File: src/rtl/smst_pkg.sv
// Shared types and codes for the small set membership table.
package smst_pkg;

  // Request opcodes
  localparam logic [1:0] OP_LOOKUP = 2'd0;
  localparam logic [1:0] OP_INSERT = 2'd1;
  localparam logic [1:0] OP_REMOVE = 2'd2;

  // Result status codes
  localparam logic [1:0] ST_OK   = 2'd0;
  localparam logic [1:0] ST_FULL = 2'd1;
  localparam logic [1:0] ST_MISS = 2'd2;

  // Fixed field widths
  localparam int POS_W  = 4;
  localparam int ELEM_W = 5;

  typedef struct packed {
    logic [1:0]         opcode;
    logic signed [31:0] value;
  } smst_in_t;

  typedef struct packed {
    logic              found;
    logic [POS_W-1:0]  position;
    logic [1:0]        status;
    logic [ELEM_W-1:0] element_count;
  } smst_out_t;

  // Update strobes broadcast to every cell
  typedef struct packed {
    logic insert_en;
    logic remove_en;
  } smst_ctrl_t;

endpackage

File: src/rtl/small_set_membership_table.sv
// Ordered table of signed 32-bit values with lookup, append and remove-first-match;
// each request is compared against every slot of a row of cells and yields one
// result beat, so the block takes one request per clock while not stalled, limited
// by the compare and first-match ripple along the cell row; a removal shifts the
// later entries down one cell as the request is taken. The result is held in an output
// register and a new request is taken while that register is free or being drained.
module small_set_membership_table import smst_pkg::*; #(
  parameter int TABLE_DEPTH = 16
) (
  input  logic      clk,
  input  logic      rst_n,
  input  logic      in_valid,
  output logic      in_stall,
  input  smst_in_t  in_data,
  output logic      out_valid,
  input  logic      out_stall,
  output smst_out_t out_data
);

  localparam int CNT_W = $clog2(TABLE_DEPTH + 1);

  logic [CNT_W-1:0]   count_r;
  logic [CNT_W-1:0]   count_nxt;
  logic               out_valid_r;
  logic               out_valid_nxt;
  smst_out_t          out_data_r;
  smst_out_t          out_data_nxt;
  logic               accept;
  logic               full;
  logic               found;
  smst_ctrl_t         ctrl;

  logic signed [31:0] cell_data [TABLE_DEPTH];
  logic               seen      [TABLE_DEPTH+1];
  logic [POS_W-1:0]   pos       [TABLE_DEPTH+1];

  // Take a beat unless a finished result is still held
  assign in_stall = out_valid_r & out_stall;
  assign accept   = in_valid & ~in_stall;
  assign full     = count_r == CNT_W'(TABLE_DEPTH);

  assign ctrl.insert_en = accept && (in_data.opcode == OP_INSERT) && !full;
  assign ctrl.remove_en = accept && (in_data.opcode == OP_REMOVE);

  assign seen[0] = 1'b0;
  assign pos[0]  = '0;

  // Row of slots, each but the last fed by its right-hand neighbour on removal
  for (genvar g = 0; g < TABLE_DEPTH; g++) begin : g_cell
    logic signed [31:0] nbr;
    if (g == TABLE_DEPTH - 1) begin : g_last
      assign nbr = cell_data[g];
    end else begin : g_mid
      assign nbr = cell_data[g+1];
    end
    smst_cell #(
      .CNT_W   (CNT_W),
      .CELL_IDX(g)
    ) u_cell (
      .clk     (clk),
      .ctrl    (ctrl),
      .value   (in_data.value),
      .count   (count_r),
      .nbr_data(nbr),
      .seen_in (seen[g]),
      .pos_in  (pos[g]),
      .data_out(cell_data[g]),
      .seen_out(seen[g+1]),
      .pos_out (pos[g+1])
    );
  end

  assign found = seen[TABLE_DEPTH];

  // Build the result and the new count
  always_comb begin
    count_nxt     = count_r;
    out_valid_nxt = out_valid_r & out_stall;
    out_data_nxt  = out_data_r;
    if (accept) begin
      out_valid_nxt       = 1'b1;
      out_data_nxt.found  = found;
      out_data_nxt.status = found ? ST_OK : ST_MISS;
      out_data_nxt.position = pos[TABLE_DEPTH];
      case (in_data.opcode)
        OP_INSERT: begin
          out_data_nxt.status = full ? ST_FULL : ST_OK;
          out_data_nxt.position = full ? '0 : POS_W'(count_r);
          if (!full) begin
            count_nxt = count_r + 1'b1;
          end
        end
        OP_REMOVE: begin
          if (found) begin
            count_nxt = count_r - 1'b1;
          end
        end
        default: begin
        end
      endcase
      out_data_nxt.element_count = ELEM_W'(count_nxt);
    end
  end

  always_ff @(posedge clk) begin
    if (!rst_n) begin
      count_r     <= '0;
      out_valid_r <= 1'b0;
    end else begin
      count_r     <= count_nxt;
      out_valid_r <= out_valid_nxt;
    end
    out_data_r <= out_data_nxt;
  end

  assign out_valid = out_valid_r;
  assign out_data  = out_data_r;

endmodule

File: src/rtl/smst_cell.sv
// One table slot: holds an entry, matches it and shifts it on removal.
module smst_cell import smst_pkg::*; #(
  parameter int CNT_W    = 5,
  parameter int CELL_IDX = 0
) (
  input  logic               clk,
  input  smst_ctrl_t         ctrl,
  input  logic signed [31:0] value,
  input  logic [CNT_W-1:0]   count,
  input  logic signed [31:0] nbr_data,
  input  logic               seen_in,
  input  logic [POS_W-1:0]   pos_in,
  output logic signed [31:0] data_out,
  output logic               seen_out,
  output logic [POS_W-1:0]   pos_out
);

  logic signed [31:0] data_r;
  logic signed [31:0] data_nxt;
  logic               occupied;
  logic               match;

  // Compare against the request when this slot holds a live entry
  assign occupied = CNT_W'(CELL_IDX) < count;
  assign match    = occupied && (data_r == value);

  // Pass the first-match position down the row
  assign seen_out = seen_in | match;
  assign pos_out  = seen_in ? pos_in : (match ? POS_W'(CELL_IDX) : '0);
  assign data_out = data_r;

  // Load on append, take the neighbour's entry from the match onwards on removal
  always_comb begin
    data_nxt = data_r;
    if (ctrl.insert_en && (count == CNT_W'(CELL_IDX))) begin
      data_nxt = value;
    end else if (ctrl.remove_en && seen_out) begin
      data_nxt = nbr_data;
    end
  end

  always_ff @(posedge clk) begin
    data_r <= data_nxt;
  end

endmodule

File: config.mk
export PLATFORM = sky130hd
export DESIGN_NAME = small_set_membership_table
export DESIGN_NICKNAME = d
export VERILOG_FILES = /design/src/rtl/smst_pkg.sv /design/src/rtl/small_set_membership_table.sv /design/src/rtl/smst_cell.sv
export SDC_FILE = /design/constraint.sdc
export NUM_CORES = 1
export LEC_CHECK = 0
export ABC_AREA = 1
export BUFFER_PORTS_ARGS = -buffer_cell sky130_fd_sc_hd__clkbuf_2
export CAP_MARGIN = 10
export CORE_MARGIN = 2
export CORE_UTILIZATION = 30
export DETAILED_ROUTE_END_ITERATION = 7
export PLACE_DENSITY = 0.45
export SLEW_MARGIN = 20
export SYNTH_ARGS = -nofsm -noshare
export SYNTH_HDL_FRONTEND = slang
export SYNTH_HIERARCHICAL = 1
export SYNTH_SLANG_ARGS = --single-unit
export TNS_END_PERCENT = 10
File: constraint.sdc
create_clock -name clk -period 7.1 [get_ports clk]
set_input_delay 0.355 -clock clk [delete_from_list [all_inputs] [get_ports clk]]
set_output_delay 0.355 -clock clk [all_outputs]
set_load 0.1 [all_outputs]
==> flow_metrics.py <==
metrics = {
    "worst_setup_path": {
        "cpMaxStageDelayCell": "nor2_1",
        "critical-path-top-delay-family": "simple AND/OR/NAND/NOR gates",
        "rrSetupSlack_ps": 990,
        "rr_worst_depth": 40,
        "crit_type": "flop to flop",
        "r2r-end": "g_cell[15].u_cell/data_out[16]$_DFFE_PP_",
        "startpoint_type": "flop",
        "required_ps": 7350,
        "max_stage_delay_ps": 520,
        "critPathArrivalTime_ps": 6360,
        "critPathMostFrequentCell": "inv_1",
        "cp_num_buf_inv": 16,
        "crit_fanout": 32,
        "reg2reg_from": "g_cell[0].u_cell/data_out[11]$_DFFE_PP_",
        "cp-end-kind": "flop",
    },
    "worst_hold_path": {
        "min_from": "in_data[27]",
        "min_to": "g_cell[0].u_cell/data_out[27]$_DFFE_PP_",
        "hold_depth": 2,
        "hold_class": "input port to flop",
    },
    "clock_tree": {
        "cts.sinks": 530,
        "post_cts.repair.setup_buffers": 0,
        "cts_tree": "yes",
        "cts_root_buffer": "clkbuf_16",
        "clock_latency_ps": 630,
        "h-tree-depth": 3,
        "cts_hold_buf": 3,
        "clkTransAtPathRegs_ps": 60,
        "cts_resized": 0,
        "cts_buffer_depth": 3,
        "numCtsBuffers": 70,
    },
    "yosys": {
        "synthMuxAreaShare_pct": 6.24,
        "synth-compound-area-share_pct": 4.81,
        "ys_types": 51,
        "synth_edf_count": 524,
        "synthTopCellsByCount": "1,623 x nand2_1, 555 x inv_1, 524 x edfxtp_1",
        "yosys-top-cells-area": "edfxtp_1 46%, nand2_1 18%, inv_1 6.1%",
        "synth_cells": 4170,
        "yosys_warnings": 6,
        "synth_top_family_by_area": "simple AND/OR/NAND/NOR gates",
        "ys.flop_type": "edfxtp_1",
        "synth_seq_cells": 530,
        "synthXorXnorAreaFrac_pct": 7.36,
        "synth_top_area_cell": "edfxtp_1",
        "synth_top_area_share_pct": 46.3,
        "synth-simple-area-share_pct": 26.3,
        "synth.most_common_cell": "nand2_1",
        "async_flop_share_pct": 0,
        "synth_fa_ha_area_share_pct": 0.221,
        "synth.cell_area_mm2": 0.0340,
        "syn_area_per_cell_um2": 8.15,
        "synth_seq_area_share_pct": 46.6,
    },
    "timing": {
        "setup_violations": 0,
        "hold_viol_final": 0,
        "min_period_ps": 6110,
        "rsz0062_at_grt": "no",
        "tns_ps": 0,
        "clock.fmax_mhz": 164,
        "fin_crit_sh_pct": 86.1,
        "drv_slew": 0,
        "slew_headroom_pct": 32.0,
        "max_slew.worst_pin.slew_ps": 1020,
        "final.setup_skew_ps": 24.5,
    },
    "power_and_ir_drop": {
        "ir_worst_vdd_mv": 0.128,
        "clockPowerShare_pct": 44.2,
        "power.internal_mw": 5.77,
        "p_comb_share_pct": 10.5,
        "p_leak_nw": 17.8,
        "power_density_mw_per_mm2": 204,
        "netSwitchingFraction_pct": 26.1,
        "pwr-share-seq_pct": 45.3,
        "switchingPower_mw": 2.04,
    },
    "placement": {
        "dpl.cell_count": 5713,
        "dp_hpwl_mm": 75.1,
        "io_buffers": 51,
        "gp_congestion": 0.827,
    },
    "die": {
        "pin_count": 52,
        "core-area_mm2": 0.112,
        "start_util_pct": 30.2,
        "die_area_mm2": 0.116,
        "placementRows": 123,
        "die_y_um": 341,
        "die_x_um": 341,
    },
    "detailed_routing": {
        "avgRoutedWirePerCell_um": 17.9,
        "drtIter0Drc": 1903,
        "num_vias": 26077,
        "drtAntennaViolNets": 0,
        "firstDrtPassIters": 6,
        "drt-vias-per-instance": 4.46,
        "drc_errors": 0,
        "wirelength_mm": 105,
    },
    "grt": {
        "grt_pass1_vias": 25135,
        "grt_usage_pct": 17.9,
        "gr-total-overflow": 0,
        "grt_pass1_wl_mm": 158,
        "antenna_found_initial": 2,
        "grt_max_degree": 63,
    },
    "finish": {
        "drive_gt1_share_pct": 11.7,
        "nFillCells": 11794,
        "seqCellArea_mm2": 0.0159,
        "instances_no_fill": 5841,
        "final_nets": 4332,
        "diodes": 0,
        "area_delta_synth_final_pct": 12.6,
        "multi_input_area_mm2": 0.0153,
    },
    "status": {
        "outcome": "finished, final reports clean",
    },
    "flow_run": {
        "max-cap-violations": 0,
    },
}
==> cell type report <==
cell class / instances / share of cell area [%]
Clock inverter: 27 / 0.608
Sequential cell: 530 / 41.4
Inverter: 600 / 5.89
Clock buffer: 98 / 5.01
Timing Repair Buffer: 127 / 2.21
Tap cell: 1500 / 4.90
Multi-Input combinational cell: 2959 / 40.0
==> stage by stage <==
| stage | total power [mW] | worst slack [ps] | hold slack [ps] | area (µm²) | utilization, % |
|---|---|---|---|---|---|
| after floorplan | 4.10 | 1730 | 493 | 34000 | - |
| after global placement | 4.42 | 804 | 510 | 36100 | 32.1 |
| after detailed placement | 4.43 | 788 | 502 | 36100 | 32.1 |
| after CTS | 7.91 | 1120 | 44.6 | 38300 | 34.1 |
| after global routing | 8.12 | 203 | 59.1 | 38300 | 34.1 |
| final | 7.81 | 986 | 85.9 | 38300 | 34.1 |
==> power by group through the flow <==
stage                     clock [mW]  combinational [mW]  sequential [mW]
final                           3.45               0.821             3.54
after floorplan                    0               0.457             3.64
after global placement             0               0.822             3.60
after global routing            3.66               0.915             3.54
after CTS                       3.55               0.829             3.54
after detailed placement           0               0.824             3.60
==> kinds of logic (layout without fill, tap and decap cells) <==
logic type,Yosys count,count (layout)
buffers and inverters,689,852
and+or+nand+nor,2198,2198
DFF,530,530
AOI/OAI and AO/OA,314,314
xor gates and xnor gates,285,285
muxes,147,147
other,1,9
adders and majority gates,6,6
==> layout by cell type, fill, tap and decap left out, drive strengths merged, types with 8 or more instances in the layout <==
master,count
edfxtp,524
clkinv,21
conb,9
mux2,147
xnor2,206
nand4,38
nor2,362
o21ai,277
clkbuf,149
and2,11
nand3,87
a21oi,34
inv,602
buf,73
xor2,79
nor3,24
or2,14
nand3b,8
nand2,1650
==> per-layer routing <==
| layer | vias up | routed length, µm | track usage (%) |
|---|---|---|---|
| met1 | 12126 | 48200 | 23.7 |
| met3 | 126 | 3440 | 2.02 |
| met4 | 0 | 2380 | 4.41 |
| met2 | 449 | 50600 | 31.0 |
| met5 | - | 0 | 0 |
| li1 | 13376 | - | - |
==> state kept, by name, indices dropped and copies added, names as in the netlist <==
name / flops
count_r: 5
out_data: 12
g_cell.u_cell/data_out: 512
out_valid: 1
==> worst max-delay path by stage <==
stage	start	slack, ps	end	cells after the start
after global placement	in_data[6]	800	g_cell[15].u_cell/data_out[12]$_DFFE_PP_	41
after global routing	g_cell[0].u_cell/data_out[11]$_DFFE_PP_	200	g_cell[15].u_cell/data_out[16]$_DFFE_PP_	40
final	g_cell[0].u_cell/data_out[11]$_DFFE_PP_	990	g_cell[15].u_cell/data_out[16]$_DFFE_PP_	40
after floorplan	count_r[4]$_SDFFE_PN0N_	1730	g_cell[15].u_cell/data_out[0]$_DFFE_PP_	38
after CTS	g_cell[0].u_cell/data_out[11]$_DFFE_PP_	1120	g_cell[15].u_cell/data_out[16]$_DFFE_PP_	40
after detailed placement	in_data[6]	790	g_cell[15].u_cell/data_out[12]$_DFFE_PP_	41
Power figures use the tool's default switching activity.
